`src/rtl/hybrid_logical_clock_tid_assert.svh`:
```
// Assertion macros for the hybrid logical clock block.
// Included by the top level; no other dependencies.
`ifndef HYBRID_LOGICAL_CLOCK_TID_ASSERT_SVH
`define HYBRID_LOGICAL_CLOCK_TID_ASSERT_SVH

// Clocked check, disabled while reset is high.
`define HLC_ASSERT(lbl, clk, rst, prop, msg) \
   lbl: assert property (@(posedge clk) disable iff (rst) prop) else $error(msg);

// Clocked check that also holds through reset.
`define HLC_ASSERT_ALWAYS(lbl, clk, prop, msg) \
   lbl: assert property (@(posedge clk) prop) else $error(msg);

`endif

```
`src/rtl/hlc_pkg.sv`:
```
// Shared types and constants for the hybrid logical clock block.
// No dependencies.
package hlc_pkg;

   localparam int CLOCK_BITS           = 64;
   localparam int NOW_BITS             = 48;
   localparam int SEQ_BITS             = 16;
   localparam int FUNC_BITS            = 2;
   localparam int DEFAULT_LOGICAL_BITS = 16;

   // Id keeps the clock's upper 48 bits; sequence fills the low 16.
   localparam logic [CLOCK_BITS-1:0] ID_TIME_MASK = 64'hFFFF_FFFF_FFFF_0000;

   typedef enum logic [FUNC_BITS-1:0] {
      FUNC_TICK  = 2'd0,
      FUNC_MERGE = 2'd1,
      FUNC_ISSUE = 2'd2,
      FUNC_HOLD  = 2'd3
   } func_type;

   typedef struct packed {
      func_type               func;
      logic [NOW_BITS-1:0]    now_us;
      logic [CLOCK_BITS-1:0]  remote_stamp;
   } item_type;

   typedef struct packed {
      logic [CLOCK_BITS-1:0]  txn_id;
      logic [CLOCK_BITS-1:0]  clock_value;
   } result_type;

endpackage

```
`src/rtl/hlc_update.sv`:
```
// Next-state logic of the hybrid logical clock: tick, merge, id issue and hold.
// Depends on hlc_pkg.
module hlc_update #(
   parameter int LOGICAL_BITS = hlc_pkg::DEFAULT_LOGICAL_BITS
) (
   input  hlc_pkg::item_type                   item,
   input  logic [hlc_pkg::CLOCK_BITS-1:0]      clock_cur,
   input  logic [hlc_pkg::SEQ_BITS-1:0]        seq_cur,
   output logic [hlc_pkg::CLOCK_BITS-1:0]      clock_next,
   output logic [hlc_pkg::SEQ_BITS-1:0]        seq_next,
   output hlc_pkg::result_type                 result
);
   import hlc_pkg::*;

   localparam int PHYS_BITS = CLOCK_BITS - LOGICAL_BITS;

   logic [PHYS_BITS-1:0]    now_p;
   logic [PHYS_BITS-1:0]    cur_p;
   logic [PHYS_BITS-1:0]    rem_p;
   logic [PHYS_BITS-1:0]    max_p;
   logic [LOGICAL_BITS-1:0] cur_l;
   logic [LOGICAL_BITS-1:0] rem_l;
   logic [LOGICAL_BITS-1:0] max_l;
   logic [CLOCK_BITS-1:0]   tick_clock;
   logic [CLOCK_BITS-1:0]   merge_clock;
   logic [LOGICAL_BITS-1:0] merge_l;
   logic                    cur_top;
   logic                    rem_top;

   // Now is fitted to the physical width (truncated or zero extended).
   assign now_p = PHYS_BITS'(item.now_us);
   assign cur_p = clock_cur[CLOCK_BITS-1:LOGICAL_BITS];
   assign cur_l = clock_cur[LOGICAL_BITS-1:0];
   assign rem_p = item.remote_stamp[CLOCK_BITS-1:LOGICAL_BITS];
   assign rem_l = item.remote_stamp[LOGICAL_BITS-1:0];

   assign tick_clock = (now_p > cur_p) ? {now_p, {LOGICAL_BITS{1'b0}}}
                                       : {cur_p, cur_l + LOGICAL_BITS'(1)};

   // Merge: largest physical part wins, logical follows the tie pattern.
   always_comb begin
      max_p = now_p;
      if (cur_p > max_p) max_p = cur_p;
      if (rem_p > max_p) max_p = rem_p;
   end

   assign cur_top = (max_p == cur_p);
   assign rem_top = (max_p == rem_p);
   assign max_l   = (cur_l > rem_l) ? cur_l : rem_l;

   always_comb begin
      priority if (cur_top && rem_top) merge_l = max_l + LOGICAL_BITS'(1);
      else if (cur_top)                merge_l = cur_l + LOGICAL_BITS'(1);
      else if (rem_top)                merge_l = rem_l + LOGICAL_BITS'(1);
      else                             merge_l = '0;
   end

   assign merge_clock = {max_p, merge_l};

   always_comb begin
      clock_next         = clock_cur;
      seq_next           = seq_cur;
      result.txn_id      = '0;
      unique case (item.func)
         FUNC_TICK: begin
            clock_next = tick_clock;
         end
         FUNC_MERGE: begin
            clock_next = merge_clock;
         end
         FUNC_ISSUE: begin
            clock_next    = tick_clock;
            seq_next      = seq_cur + SEQ_BITS'(1);
            result.txn_id = (tick_clock & ID_TIME_MASK) | CLOCK_BITS'(seq_cur);
         end
         FUNC_HOLD: begin
            clock_next = clock_cur;
         end
      endcase
      result.clock_value = clock_next;
   end

endmodule

```
`src/rtl/hybrid_logical_clock_tid.sv`:
```
// Top level of the hybrid logical clock with transaction id issue.
// Depends on hlc_pkg, hlc_update and hybrid_logical_clock_tid_assert.svh.
//
// Use:
//   req_* carries one event per transfer: req_tuser is the event kind
//   (0 local tick, 1 merge remote stamp, 2 tick and issue id, 3 no change),
//   req_tdata the current time in microseconds and the remote stamp.
//   rsp_* returns exactly one transfer per event: the clock after the event
//   and, for an id event, the transaction id (zero otherwise).
//   Path: an accepted request passes through an input register, then the
//   update into the result register, which drives rsp_tvalid.
//   Throughput: one event per cycle while rsp_tready stays high. The clock
//   and sequence registers are updated in the same cycle the event moves
//   into the result register, so the next event sees them at once.
//   Stall: when rsp_tready is low the result holds, the staged request
//   waits, and req_tready drops once both stages are full.
//   Reset (synchronous, active high): clock and sequence clear to zero and
//   both stages empty.
`include "hybrid_logical_clock_tid_assert.svh"

module hybrid_logical_clock_tid #(
   parameter int LOGICAL_BITS = hlc_pkg::DEFAULT_LOGICAL_BITS
) (
   input  logic          clock,
   input  logic          reset,
   // request: tuser[1:0] = func
   //          tdata[47:0] = now_us, tdata[111:48] = remote_stamp
   input  logic          req_tvalid,
   output logic          req_tready,
   input  logic [1:0]    req_tuser,
   input  logic [111:0]  req_tdata,
   // response: tdata[63:0] = clock_value, tdata[127:64] = txn_id
   output logic          rsp_tvalid,
   input  logic          rsp_tready,
   output logic [127:0]  rsp_tdata
);
   import hlc_pkg::*;

   // input stage
   logic                   in_valid_ff, in_valid_in;
   item_type               in_item_ff;
   item_type               req_item;

   // result stage
   logic                   out_valid_ff, out_valid_in;
   result_type             out_result_ff;

   // clock state
   logic [CLOCK_BITS-1:0]  clock_ff, clock_in;
   logic [SEQ_BITS-1:0]    seq_ff, seq_in;

   logic [CLOCK_BITS-1:0]  upd_clock;
   logic [SEQ_BITS-1:0]    upd_seq;
   result_type             upd_result;

   logic                   advance;
   logic                   req_take;

   assign req_item.func         = func_type'(req_tuser);
   assign req_item.now_us       = req_tdata[NOW_BITS-1:0];
   assign req_item.remote_stamp = req_tdata[NOW_BITS+CLOCK_BITS-1:NOW_BITS];

   // Staged event moves on when the result slot is free or being drained.
   assign advance    = in_valid_ff && (!out_valid_ff || rsp_tready);
   assign req_tready = !in_valid_ff || advance;
   assign req_take   = req_tvalid && req_tready;

   hlc_update #(
      .LOGICAL_BITS (LOGICAL_BITS)
   ) u_update (
      .item       (in_item_ff),
      .clock_cur  (clock_ff),
      .seq_cur    (seq_ff),
      .clock_next (upd_clock),
      .seq_next   (upd_seq),
      .result     (upd_result)
   );

   always_comb begin
      in_valid_in  = req_take || (in_valid_ff && !advance);
      out_valid_in = advance || (out_valid_ff && !rsp_tready);
      clock_in     = advance ? upd_clock : clock_ff;
      seq_in       = advance ? upd_seq : seq_ff;
   end

   always_ff @(posedge clock) begin
      if (reset) begin
         in_valid_ff  <= 1'b0;
         out_valid_ff <= 1'b0;
         clock_ff     <= '0;
         seq_ff       <= '0;
      end else begin
         in_valid_ff  <= in_valid_in;
         out_valid_ff <= out_valid_in;
         clock_ff     <= clock_in;
         seq_ff       <= seq_in;
      end
   end

   // payload registers, no reset
   always_ff @(posedge clock) begin
      if (req_take) begin
         in_item_ff <= req_item;
      end
      if (advance) begin
         out_result_ff <= upd_result;
      end
   end

   assign rsp_tvalid = out_valid_ff;
   assign rsp_tdata  = {out_result_ff.txn_id, out_result_ff.clock_value};

   // Physical part never moves backward outside reset.
   `HLC_ASSERT(a_phys_monotone, clock, reset,
      !$past(reset) |-> (clock_ff[CLOCK_BITS-1:LOGICAL_BITS] >=
                         $past(clock_ff[CLOCK_BITS-1:LOGICAL_BITS])),
      "physical part of clock went backward")

   // Sequence only moves on an id event leaving the input stage.
   `HLC_ASSERT(a_seq_on_issue, clock, reset,
      (!$past(reset) && (seq_ff != $past(seq_ff))) |->
         ($past(advance) && ($past(in_item_ff.func) == FUNC_ISSUE)),
      "sequence changed without an id event")

   // A nonzero id carries the reported clock's upper 48 bits.
   `HLC_ASSERT(a_id_matches_clock, clock, reset,
      (rsp_tvalid && (out_result_ff.txn_id != '0)) |->
         ((out_result_ff.txn_id & ID_TIME_MASK) ==
          (out_result_ff.clock_value & ID_TIME_MASK)),
      "transaction id does not match clock value")

endmodule

```
`config.mk`:
```
export PLATFORM = sky130hd
export DESIGN_NAME = hybrid_logical_clock_tid
export DESIGN_NICKNAME = d
export VERILOG_FILES = /design/src/rtl/hlc_pkg.sv /design/src/rtl/hlc_update.sv /design/src/rtl/hybrid_logical_clock_tid.sv
export VERILOG_INCLUDE_DIRS = /design/src /design/src/rtl
export SDC_FILE = /design/constraint.sdc
export NUM_CORES = 1
export LEC_CHECK = 0
export ABC_AREA = 1
export BUFFER_PORTS_ARGS = -buffer_cell sky130_fd_sc_hd__buf_4
export CORE_MARGIN = 3
export CORE_UTILIZATION = 50
export CTS_BUF_LIST = sky130_fd_sc_hd__clkbuf_4 sky130_fd_sc_hd__clkbuf_8 sky130_fd_sc_hd__clkbuf_16
export CTS_CLUSTER_DIAMETER = 80
export DETAILED_ROUTE_END_ITERATION = 8
export HOLD_SLACK_MARGIN = 0.03
export PLACE_DENSITY = 0.7
export SYNTH_ARGS = -nofsm -noshare
export SYNTH_HDL_FRONTEND = slang
export SYNTH_SLANG_ARGS = --single-unit
```
`constraint.sdc`:
```
create_clock -name clock -period 7.25 [get_ports clock]
set_input_delay 0.725 -clock clock [delete_from_list [all_inputs] [get_ports clock]]
set_output_delay 0.725 -clock clock [all_outputs]
set_load 0.02 [all_outputs]
```
# After elaboration in Yosys (flattened, before gate mapping)
# Index checks and enable logic that the tools add are counted.
dict set report word_totals {
  regBits 324
  in_bits 118
  output_inout_bits 130
  word_cells 47
}
dict set report op_classes {
  add_sub_neg 4
  magnitude_cmp 4
  n_eq_ne 5
  n_mux 8
  bitwise_logic 1
  n_reduce_logical 16
}
# operator count
set op_table {}
lappend op_table {{one-hot mux 64 bit (3 select lines)} 1}
lappend op_table {{greater-than comparator 48 bit} 3}
lappend op_table {{== test 48 bit} 2}
lappend op_table {{2-to-1 mux 48 bit} 2}
lappend op_table {{adder 16 x 1 -> 16 bit, second input constant} 4}
lappend op_table {{2-to-1 mux 16 bit} 4}
lappend op_table {{2-to-1 mux 64 bit} 1}
lappend op_table {{bitwise OR 64 x 16 -> 64 bit} 1}
lappend op_table {{greater-than comparator 16 bit} 1}
lappend op_table {{logical AND 1 bit} 5}
lappend op_table {{== test 2 bit, second input constant} 2}
lappend op_table {{logical NOT 1 bit} 4}
lappend op_table {{logical OR 1 bit} 4}
lappend op_table {{== test 2 x 1 -> 1 bit, second input constant} 1}
lappend op_table {{logical NOT 2 bit} 1}
lappend op_table {{AND reduction 2 bit} 1}
lappend op_table {{OR reduction 2 bit} 1}

# Depth between registers and ports, before layout
# Gate-level depths: netlist (run 1).
dict set report logic_depth {
  ltp_word 9
  mapped_depth 53
  depth_no_buf 48
}

# Cells and area by module
# A second synthesis (run 1) with hierarchy kept.
dict set report unflattened {
  hier_cells 2941
  hier_area_um2 21929.8
}
# module n_inst cells_each area_per_inst_um2 seq_area_each_um2
set modules_own_cells {}
lappend modules_own_cells {hlc_update 1 2163 11054.4 0.0}
lappend modules_own_cells {hybrid_logical_clock_tid 1 778 10875.4 8908.5}

# Worst setup path after synthesis (run 1)
# OpenSTA, ideal clock, no wires.
dict set report synth_path {
  kind {input-to-reg}
  start {input port rsp_tready}
  end {register out_result_ff, in the netlist rsp_tdata[0], enable pin}
  setup_time_ps 543
  arrival_time_ps 4836
  t_required_ps 6707
  setup_slack_ps 1871
  stages 6
  n_path_buf 2
  cell_sequence {inv_1 -> nand2_1 -> nand2_1 -> clkbuf_1 -> inv_1 -> clkbuf_1}
}
dict set report synth_between {
  elab_chain_len 2
}
# item line_no
set synth_rtl {}
lappend synth_rtl {{from (decl)} hybrid_logical_clock_tid.sv:34} ;# input logic rsp_tready,
lappend synth_rtl {{logical OR 1 bit} hybrid_logical_clock_tid.sv:64} ;# assign advance = in_valid_ff && (!out_valid_ff || rsp_tready);
lappend synth_rtl {{logical AND 1 bit} hybrid_logical_clock_tid.sv:64}
lappend synth_rtl {{named net advance} hybrid_logical_clock_tid.sv:56} ;# logic advance;
lappend synth_rtl {{to (signal assigned)} hybrid_logical_clock_tid.sv:106} ;# out_result_ff <= upd_result;
lappend synth_rtl {{to (decl)} hybrid_logical_clock_tid.sv:46} ;# result_type out_result_ff;
# The timed path passes the listed nets, and every way through them passes these cells.
# A chain may end at the register's enable or synchronous reset.

# Final worst setup path (run 1)
dict set report layout_path {
  start {register in_item_ff[91] (netlist name)}
  end {register out_result_ff, in the netlist rsp_tdata[1] (data pin)}
}
dict set report layout_between {
  elab_chain_len 9
  word_cells_on_any_way 13
  cone_classes {3 x order compare; 2 x eq/ne; 7 x mux; 1 x reduce/logical}
}
# item line_no
set layout_rtl {}
lappend layout_rtl {{from (decl)} hybrid_logical_clock_tid.sv:41} ;# item_type in_item_ff;
lappend layout_rtl {{from (signal assigned)} hybrid_logical_clock_tid.sv:103} ;# in_item_ff <= req_item;
lappend layout_rtl {{greater-than comparator 48 bit} hlc_update.sv:43} ;# if (cur_p > max_p) max_p = cur_p;
lappend layout_rtl {{2-to-1 mux 48 bit} hlc_update.sv:43}
lappend layout_rtl {{greater-than comparator 48 bit} hlc_update.sv:44} ;# if (rem_p > max_p) max_p = rem_p;
lappend layout_rtl {{2-to-1 mux 48 bit} hlc_update.sv:44}
lappend layout_rtl {{== test 48 bit} hlc_update.sv:48} ;# assign rem_top = (max_p == rem_p);
lappend layout_rtl {{2-to-1 mux 16 bit} hlc_update.sv:54} ;# else if (rem_top) merge_l = rem_l + LOGICAL_BITS'(1);
lappend layout_rtl {{2-to-1 mux 16 bit} hlc_update.sv:53} ;# else if (cur_top) merge_l = cur_l + LOGICAL_BITS'(1);
lappend layout_rtl {{2-to-1 mux 16 bit} hlc_update.sv:52} ;# priority if (cur_top && rem_top) merge_l = max_l + LOGICAL_BITS'(1);
lappend layout_rtl {{one-hot mux 64 bit (3 select lines) *} hlc_update.sv:64} ;# unique case (item.func)
lappend layout_rtl {{named net u_update.clock_next (one bit)} hlc_update.sv:9} ;# output logic [hlc_pkg::CLOCK_BITS-1:0] clock_next,
# Mark *: on every way through the listed nets, which the timed path passes. The rest lies on a longest branch.

==> results.md, run 1 <==
* Status: complete, no violations
* Seq/Total Area, Yosys at 42.7%
* Vias in the first global route at 19.0k
* CTS sink cnt at 324
* Critical Path Source Type: flip-flop
* CTS max path bufs at 3
* Mapped Cells at 2,780
* DRC at 0
* Initial antenna violation count at 0
* Syn Area/Cell at 7.50 um2
* Setup Viol. Count Final at 0
* Setup TNS at 0 ps
* Highest-delay cell along the critical path: edfxtp_1
* Largest family of logic cells by synthesized area: simple AND/OR/NAND/NOR gates
* Synth unique cells at 41
* Switching Fraction at 34.3%
* Inst Count DP at 3,475
* Maxcap violations at 0
* Final WL at 68.2 mm
* Wire per inst at 19.2 um
* HPWL Detailed at 49.0 mm
* Area Growth Syn to Fin at 16.9%
* Via/cell ratio at 5.60
* # H-tree levels at 2
* Clk_lat worst skew at 560 ps
* CTS clk-pin slew, worst paths at 60 ps
* Die height at 210 um
* Chip Width at 210 um
* Final core utilization at 59.4%
* Synth area leader: edfxtp_1
* Final Wtd Congestion at 0.971
* Cts bufs inserted at 37
* Critical Path RT at 7630 ps
* Share of cells above drive strength 1 at 12.4%
* Logic pwr share at 28.6%
* Clk pwr share at 32.6%
* Slew margin rel. at 23.0%
* Final ANT Viol Nets at 0
* Post-CTS Hold Fix Bufs at 0
* FP Rows at 74
* Crit. End Element: flip-flop
* Kind of critical path: flip-flop to flip-flop
* Mux share of post-synthesis cell area at 0%
* Synth Area in Simple Gates at 29.7%
* RSZ-0062 raised after global routing: no
* GRT Total Usage at 29.9%
* # port buffers at 247
* Layout Skew at 37.1 ps
* Initial DRC count at 1,945
* Ys Warns at 0
* Post-Synthesis Net Count at 3,014
* Number of synthesized register bits at 324
* Peak supply drop at 0.170 mV
* Worst path arrival time at 7210 ps
* Nets@finish at 3,219
* Cell area power density at 235 nW/um2
* Die ar. at 44,200 um2
* TritonCTS clock tree: yes
* FFs w/ async S/R, synth at 0%
* Post-Synth Adder-Cell Area at 6.96%
* Post-synthesis compound-gate area fraction at 10.5%
* Crit-path most repeated cell: nand2_1
* Leak at 11.7 nW
* Xor and xnor area share after synthesis at 1.18%
* Worst Tran Pin Value at 1150 ps
* Hold Crit Start: req_tdata[30]
* Hold WS at 349 ps
* RR Startpoint: in_item_ff[91]
* Post-synth EDFFs at 242
* Initial Util at 50.8%
* Largest net degree at the start of global routing at 172
* Fmax at 146 MHz
* Hold Path Class: input pin to flip-flop
* Switch Pwr at 0.00196 W
* Post-synth top flop: edfxtp_1
* N_diodes at 0
* Sequential group share of total power at 38.8%
* DR vias at 19.8k
* DR pass1 iterations at 8
* I/O pin count at 248
* First-pass GRT wire length at 104 mm
* CP peak stage delay at 350 ps
* Minimum clock period at 6830 ps
* Netlist Area Pre-Place at 20,800 um2
* Total grt overflow at 0
* Core area at 41,000 um2
* Root buf cell: clkbuf_16
* Max-slew violations at 0
* Finished Layout Cells at 3,543
* CP Max Fanout at 48
* Area contributors post-synth: edfxtp_1 35%, nand2_1 14%, nand3_1 8.5%
* Pint at 0.00376 W
* Post-synth top area share at 34.9%
* Final Cycle Share at 94.2%
* Final Hold Viols at 0
* Launch point of the worst path: in_item_ff[91]
logic make-up after synthesis:
family	Yosys count
compound gates	395
simple gates	1465
buf+inv	452
flops	324
xor+xnor	28
fa+ha+maj	116
critical path: cells and delay by family (launching register included):
| kind | cells | cell delay, ps |
|---|---|---|
| flip-flops | 1 | 350 |
| adder cells (fa/ha/maj) | 2 | 620 |
| buffers and inverters | 7 | 980 |
| AND/OR/NAND/NOR | 28 | 4640 |
metrics by stage:
| step | cell area (um2) | setup WS [ps] | power [W] |
|---|---|---|---|
| detailed placement | 23100 | 471 | 0.00385 |
| finish | 24400 | 421 | 0.00572 |
| global placement | 23100 | 436 | 0.00383 |
| floorplan | 20800 | 1870 | 0.00332 |
| CTS | 24300 | 413 | 0.00572 |
| global route | 24400 | 77.9 | 0.00603 |
final cells by class:
| class | count | area [um2] |
|---|---|---|
| multi-input combinational | 2005 | 10100 |
| sequential | 324 | 8910 |
| timing repair buffer | 274 | 2160 |
| clock buffer | 48 | 1030 |
| clock inverter | 17 | 174 |
| fill | 3711 | 16600 |
| tap | 532 | 666 |
| inverter | 343 | 1290 |
power groups by stage:
stage | Combinational (W) | Sequential, W | Clock [W]
after floorplan | 0.00103 | 0.00228 | 0
after global placement | 0.00157 | 0.00225 | 0
after detailed placement | 0.00160 | 0.00225 | 0
after CTS | 0.00160 | 0.00222 | 0.00190
after global routing | 0.00182 | 0.00223 | 0.00197
final | 0.00164 | 0.00222 | 0.00187
sequential cells by signal, indices dropped and copies added (netlist names):
| register | cells |
|---|---|
| clock_ff | 64 |
| in_item_ff | 114 |
| in_valid_ff | 1 |
| rsp_tdata | 128 |
| rsp_tvalid | 1 |
| seq_ff | 16 |
per-layer routing:
metal	routed length (um)	track usage, %	up-vias
li1	-	-	9685
met1	30100	42.5	9103
met2	29400	45.1	888
met3	5870	5.42	164
met4	2820	12.8	0
met5	0	0	-
synth_stat cells (5+ instances only):
cell type and count:
a21oi_1 175, a22oi_1 10, buf_1 8, buf_2 22
buf_4 9, buf_6 12, clkbuf_1 58, dfxtp_1 82
edfxtp_1 242, ha_1 116, inv_1 335, inv_2 6
nand2_1 788, nand3_1 354, nand3b_1 7, nand4_1 25
nor2_1 232, nor3_1 30, o211ai_1 36, o21a_1 8
o21ai_0 126, o21ai_1 14, o221ai_1 14, or2_2 9
xnor2_1 5, xor2_1 23
layout by cell type (no fill, tap or decap), types with 5 or more instances in the layout:
cell type,n
nand2_1,785
nand3_1,354
inv_1,332
buf_4,266
edfxtp_1,242
nor2_1,231
a21oi_1,175
o21ai_0,126
ha_1,116
dfxtp_1,82
clkbuf_16,38
o211ai_1,36
nor3_1,30
nand4_1,25
xor2_1,23
o21ai_1,14
o221ai_1,14
a22oi_1,10
or2_2,9
o21a_1,8
nand3b_1,7
clkinv_1,7
clkbuf_4,7
inv_2,6
clkinv_2,6
xnor2_1,5
buf_12,5
path summary, 6_finish.rpt:
kind | cells after the start | endpoint | slack, ps
worst max-delay path | 37 | rsp_tdata[1] | 420
worst min-delay path | 1 | in_item_ff[94] | 350
worst max register to register | 37 | rsp_tdata[1] | 420
worst min register to register | 2 | seq_ff[14] | 500
repair_timing:
item | CTS | global route
endpoints found under the setup margin | 0 | 30
resized for setup | 0 | 4
buffers inserted | 0 | 1
endpoints found under the hold margin | 0 | 0
(Power assumes the default switching activity.)
==> inputs of run 2 (changes only) <==
--- a/config.mk
+++ b/config.mk
@@ -8,13 +8,15 @@
 export LEC_CHECK = 0
 export ABC_AREA = 1
 export BUFFER_PORTS_ARGS = -buffer_cell sky130_fd_sc_hd__buf_4
+export CELL_PAD_IN_SITES_DETAIL_PLACEMENT = 0
+export CELL_PAD_IN_SITES_GLOBAL_PLACEMENT = 2
 export CORE_MARGIN = 3
-export CORE_UTILIZATION = 50
+export CORE_UTILIZATION = 34
 export CTS_BUF_LIST = sky130_fd_sc_hd__clkbuf_4 sky130_fd_sc_hd__clkbuf_8 sky130_fd_sc_hd__clkbuf_16
 export CTS_CLUSTER_DIAMETER = 80
 export DETAILED_ROUTE_END_ITERATION = 8
 export HOLD_SLACK_MARGIN = 0.03
-export PLACE_DENSITY = 0.7
+export PLACE_DENSITY_LB_ADDON = 0.1
 export SYNTH_ARGS = -nofsm -noshare
 export SYNTH_HDL_FRONTEND = slang
 export SYNTH_SLANG_ARGS = --single-unit
==> results.md, run 2 (synthesis gave the netlist of run 1 again) <==
* Status: complete, no violations
* Switching Fraction at 35.3%
* Setup Viol. Count Final at 0
* Worst flop-to-flop path endpoint: clock_ff[11]
* HPWL Detailed at 55.6 mm
* Launch point of the worst path: in_item_ff[93]
* Wl on met1 at 34.7 mm
* Minimum clock period at 6670 ps
* Reg2reg path depth at 44
* Largest net degree at the start of global routing at 172
* Cts bufs inserted at 40
* Leak at 11.8 nW
* Clk pwr share at 34.3%
* Wire per inst at 20.1 um
* Setup TNS at 0 ps
* Kind of critical path: flip-flop to flip-flop
* Crit-path most repeated cell: nand2_1
* Maxcap violations at 0
* Final ANT Viol Nets at 0
* Commonest non-fill, non-tap cell in the layout: nand2_1
* Final WL at 76.3 mm
* Overall power at 0.00593 W
* Die height at 254 um
* Final Hold Viols at 0
* Met2 Wirelength at 35.8 mm
* Hold WS at 317 ps
* Share of cells above drive strength 1 at 12.7%
* # H-tree levels at 2
* Post-CTS Hold Fix Bufs at 0
* DRC at 0
* Finished Layout Cells at 3,799
* I/O pin count at 248
* Initial Util at 34.5%
* Final Wtd Congestion at 0.859
* Max-slew violations at 0
* Hold Path Class: input pin to flip-flop
* Inst Count DP at 3,724
* Layout Skew at 24.2 ps
* Vias in the first global route at 19.0k
* Reg2Reg Setup Slack at 580 ps
* Hold Crit Start: req_tuser[1]
* Final Cycle Share at 92.0%
* Pint at 0.00384 W
* Worst setup margin at 582 ps
* Clk_lat worst skew at 580 ps
* Logic pwr share at 28.3%
* RSZ-0062 raised after global routing: no
* Critical Path RT at 7720 ps
* Chip Width at 254 um
* Switch Pwr at 0.00209 W
* Nets@finish at 3,219
* Cell depth of the worst hold path at 1
* Sequential group share of total power at 37.5%
* Slew margin rel. at 32.6%
* Initial antenna violation count at 0
* Die ar. at 64,300 um2
* Crit. End Element: flip-flop
* First-pass GRT wire length at 114 mm
* Placement Setup Slack at 500 ps
* DR vias at 19.6k
* Worst path arrival time at 7140 ps
* Max FFs per register at 128
* CTS max path bufs at 3
* Highest-count cells in the layout ignoring fill and taps: 785 x nand2_1, 354 x nand3_1, 332 x inv_1, 262 x buf_4, 242 x edfxtp_1
* CTS sink cnt at 324
* Cell area power density at 239 nW/um2
* Core area at 60,500 um2
* Fmax at 150 MHz
* CP Max Fanout at 43
* Initial DRC count at 1,395
* DR top layer: met4
* Critical Path Source Type: flip-flop
* Worst Tran Pin Value at 1010 ps
* RR Startpoint: in_item_ff[93]
* Root buf cell: clkbuf_16
* Area Growth Syn to Fin at 19.1%
* TritonCTS clock tree: yes
* CTS clk-pin slew, worst paths at 60 ps
* # port buffers at 247
* Worst Hold End: in_item_ff[113]
* CP peak stage delay at 470 ps
* Via/cell ratio at 5.15
* Highest-delay cell along the critical path: edfxtp_1
* Peak supply drop at 0.161 mV
* Metal3 WL at 4.10 mm
* FP Rows at 90
* GRT Total Usage at 23.2%
* Total grt overflow at 0
* DR pass1 iterations at 6
* N_diodes at 0
## run 2: changes by cell type in the layout (fill, tap and decap cells not counted), sizes merged
| cell | delta |
|---|---|
| inv | +6 |
| nor2 | -1 |
| clkinv | -1 |
| bufinv | -1 |
| clkbuf | +6 |
| buf | -2 |
| clkinvlp | -1 |
## run 2: cell type report
type / instances / area [um2]
Clock inverter: 20 / 213
Inverter: 343 / 1290
Clock buffer: 54 / 1140
Multi-Input combinational cell: 2004 / 10100
Timing Repair Buffer: 272 / 2180
Tap cell: 782 / 978
Fill cell: 6289 / 35600
Sequential cell: 324 / 8910
## run 2: critical path, delay by kind of cell, from the launching register on
family,cells,cell delay (ps)
AO/OA/AOI/OAI,3,650
buffers and inverters,10,1290
flip-flops,1,470
adder cells (fa/ha/maj),2,610
AND/OR/NAND/NOR,29,3460
## run 2: what timing repair did
action                                  4_1_cts  5_1_grt
gates resized for setup                       0        2
endpoints found under the setup margin        0       15
hold endpoints to repair                      0        0
buffers inserted                              0        0
## run 2: per-stage QoR
step                utilization [%]  area, um2
floorplan                         -      20800
CTS                            41.0      24800
finish                         41.1      24800
global route                   41.1      24800
detailed placement             38.8      23400
global placement               38.8      23400
## run 2: worst max path at each step
stage	end	slack, ps
finish	clock_ff[11]	580
global route	clock_ff[0]	6
CTS	rsp_tdata[15]	520
detailed placement	rsp_tdata[5]	500
global placement	rsp_tdata[5]	520
floorplan	rsp_tdata[0]	1870
## run 2: power groups by stage
stage	logic [W]	registers (W)	clock network, W
after floorplan	0.00103	0.00228	0
after global placement	0.00166	0.00226	0
after detailed placement	0.00166	0.00226	0
after CTS	0.00167	0.00222	0.00209
after global routing	0.00187	0.00223	0.00217
final	0.00168	0.00222	0.00203
## run 2: per-layer routing
layer | vias up | global-route usage, %
met3 | 98 | 3.62
met5 | - | 0
li1 | 9698 | -
met1 | 9228 | 31.1
met4 | 0 | 6.13
met2 | 537 | 39.0
==> inputs of run 3 (changes only) <==
--- a/config.mk
+++ b/config.mk
@@ -6,12 +6,12 @@
 export SDC_FILE = /design/constraint.sdc
 export NUM_CORES = 1
 export LEC_CHECK = 0
-export ABC_AREA = 1
+export ABC_AREA = 0
 export BUFFER_PORTS_ARGS = -buffer_cell sky130_fd_sc_hd__buf_4
 export CELL_PAD_IN_SITES_DETAIL_PLACEMENT = 0
 export CELL_PAD_IN_SITES_GLOBAL_PLACEMENT = 2
 export CORE_MARGIN = 3
-export CORE_UTILIZATION = 34
+export CORE_UTILIZATION = 37
 export CTS_BUF_LIST = sky130_fd_sc_hd__clkbuf_4 sky130_fd_sc_hd__clkbuf_8 sky130_fd_sc_hd__clkbuf_16
 export CTS_CLUSTER_DIAMETER = 80
 export DETAILED_ROUTE_END_ITERATION = 8
==> constraint.sdc (replaced) <==
create_clock -name clock -period 6.26 [get_ports clock]
set_input_delay 0.626 -clock clock [delete_from_list [all_inputs] [get_ports clock]]
set_output_delay 0.626 -clock clock [all_outputs]
set_load 0.02 [all_outputs]
==> results.md, run 3 <==
* Synth unique cells at 89
* Post-Synthesis Net Count at 2,267
* Cts bufs inserted at 38
* Total grt overflow at 0
* Overall power at 0.00653 W
* Met2 Wirelength at 38.1 mm
* Share of cells above drive strength 1 at 29.4%
* Mapped Cells at 2,033
* Wire per inst at 24.2 um
* Seq/Total Area, Yosys at 45.5%
* DRC at 0
* Xor and xnor area share after synthesis at 5.63%
* Fmax at 165 MHz
* Finished Layout Cells at 3,234
* DR vias at 17.8k
* Setup TNS at 0 ps
* Critical Path Source Type: flip-flop
* TritonCTS clock tree: yes
* Post-synth top area share at 37.1%
* Final Wtd Congestion at 0.955
* Post-CTS Hold Fix Bufs at 0
* Kind of critical path: flip-flop to flip-flop
* Root buf cell: clkbuf_16
* Metal3 WL at 3.62 mm
* Max-slew violations at 0
* Ys Warns at 0
* Final WL at 78.4 mm
* Minimum clock period at 6060 ps
* Top-count cell post-synth: nor2_1
* Synth top cells by count: 256 x nor2_1, 242 x edfxtp_1, 211 x a21oi_1, 181 x nand2_1, 116 x ha_1
* Crit. End Element: flip-flop
* Post-Synth Adder-Cell Area at 7.41%
* Critical Path RT at 6750 ps
* Leak at 11.0 nW
* CTS sink cnt at 324
* Initial DRC count at 1,213
* FFs w/ async S/R, synth at 0%
* Worst path arrival time at 6550 ps
* Core area at 51,800 um2
* DR top layer: met4
* CTS max path bufs at 3
* # port buffers at 247
* Post-synth EDFFs at 242
* Largest family of logic cells by synthesized area: simple AND/OR/NAND/NOR gates
* I/O pin count at 248
* Via/cell ratio at 5.50
* Final Cycle Share at 96.7%
* Syn Area/Cell at 9.64 um2
* Peak supply drop at 0.219 mV
* Initial antenna violation count at 0
* CP Max Fanout at 15
* Die ar. at 55,700 um2
* Area Growth Syn to Fin at 34.1%
* GRT Total Usage at 27.1%
* Cell area power density at 248 nW/um2
* HPWL Detailed at 59.2 mm
* CTS clk-pin slew, worst paths at 60 ps
* CP peak stage delay at 620 ps
* Maxcap violations at 0
* Worst Tran Pin Value at 1040 ps
* Slew margin rel. at 31.0%
* Largest net degree at the start of global routing at 144
* Area contributors post-synth: edfxtp_1 37%, dfxtp_1 8.4%, ha_1 7.4%
* FP Rows at 83
* Mux share of post-synthesis cell area at 4.50%
* DR pass1 iterations at 6
* Commonest non-fill, non-tap cell in the layout: buf_4
* Post-synth top flop: edfxtp_1
* Status: complete, no violations
* Final Hold Viols at 0
* Final ANT Viol Nets at 0
* Netlist Area Pre-Place at 19,600 um2
* Inst Count DP at 3,143
* Synth area leader: edfxtp_1
* # H-tree levels at 2
* Chip Width at 236 um
* Nets@finish at 2,758
* Vias in the first global route at 17.8k
* Clk_lat worst skew at 570 ps
* Synth Area in Simple Gates at 16.6%
* Die height at 236 um
* Initial Util at 37.8%
* N_diodes at 0
* Layout Skew at 20.0 ps
* Setup Viol. Count Final at 0
* Max FFs per register at 128
* Wl on met1 at 34.4 mm
* Number of synthesized register bits at 324
* Post-synthesis compound-gate area fraction at 16.0%
* Highest-count cells in the layout ignoring fill and taps: 558 x buf_4, 252 x nor2_1, 242 x edfxtp_1, 207 x a21oi_1, 181 x nand2_1
* First-pass GRT wire length at 115 mm
* Highest-delay cell along the critical path: or4_4
* Crit-path most repeated cell: buf_12
* Hold Path Class: input pin to flip-flop
[run 3: metal layers]
metal	global-route usage [%]	vias up
li1	-	8372
met1	35.8	8756
met2	46.5	533
met3	3.32	125
met4	8.15	0
met5	0	-
[run 3: cell families (layout without fill, tap and decap cells)]
| family | Yosys count | after routing |
|---|---|---|
| adder cells (fa/ha/maj) | 116 | 116 |
| XOR/XNOR | 126 | 126 |
| multiplexers | 85 | 85 |
| AND/OR/NAND/NOR | 688 | 688 |
| AO/OA/AOI/OAI | 483 | 483 |
| buffers and inverters | 211 | 732 |
| flip-flops | 324 | 324 |
[run 3: power breakdown]
part	leakage, nW	internal (W)	switching [W]
clock	0.650	0.00138	0.000924
sequential	2.98	0.00246	0.000112
combinational	7.37	0.000706	0.000946
[run 3: through the flow]
stage	setup slack [ps]	instance area, um2	util (%)	hold slack (ps)
after CTS	26.0	25500	49.3	202
after global placement	-218	24200	46.7	487
final	205	26300	50.7	231
after global routing	-95.3	26300	50.7	216
after floorplan	24.5	19600	-	471
after detailed placement	-350	24200	46.7	495
[run 3: timing repair]
action / 4_1_cts / 5_1_grt
setup endpoints to repair: 65 / 71
cloned: 0 / 2
buffers inserted: 2 / 20
gates resized for setup: 1 / 91
pin swaps: 4 / 31
[run 3: critical path, delay by kind of cell (launching register included)]
family	cells	cell delay, ps
buf+inv	7	990
flops	1	360
compound gates	9	2560
fa+ha+maj	2	570
simple gates	6	1290
mux	1	190
[run 3: area by class of cell]
type                    count  area (um2)
clock inverters            19         231
multi-input cells        1498       10400
repair buffers            573        4460
inverters                  89         343
clock buffers              51        1070
fillers                  4843       25600
flip-flops and latches    324        8910
well taps                 680         851
[run 3: worst paths after layout]
check	startpoint	endpoint	slack [ps]	cells after the start
worst max-delay path	in_item_ff[89]	clock_ff[15]	200	25
worst min register to register	seq_ff[1]	seq_ff[1]	510	2
worst min-delay path	req_tdata[108]	in_item_ff[60]	230	1
worst max register to register	in_item_ff[89]	clock_ff[15]	200	25
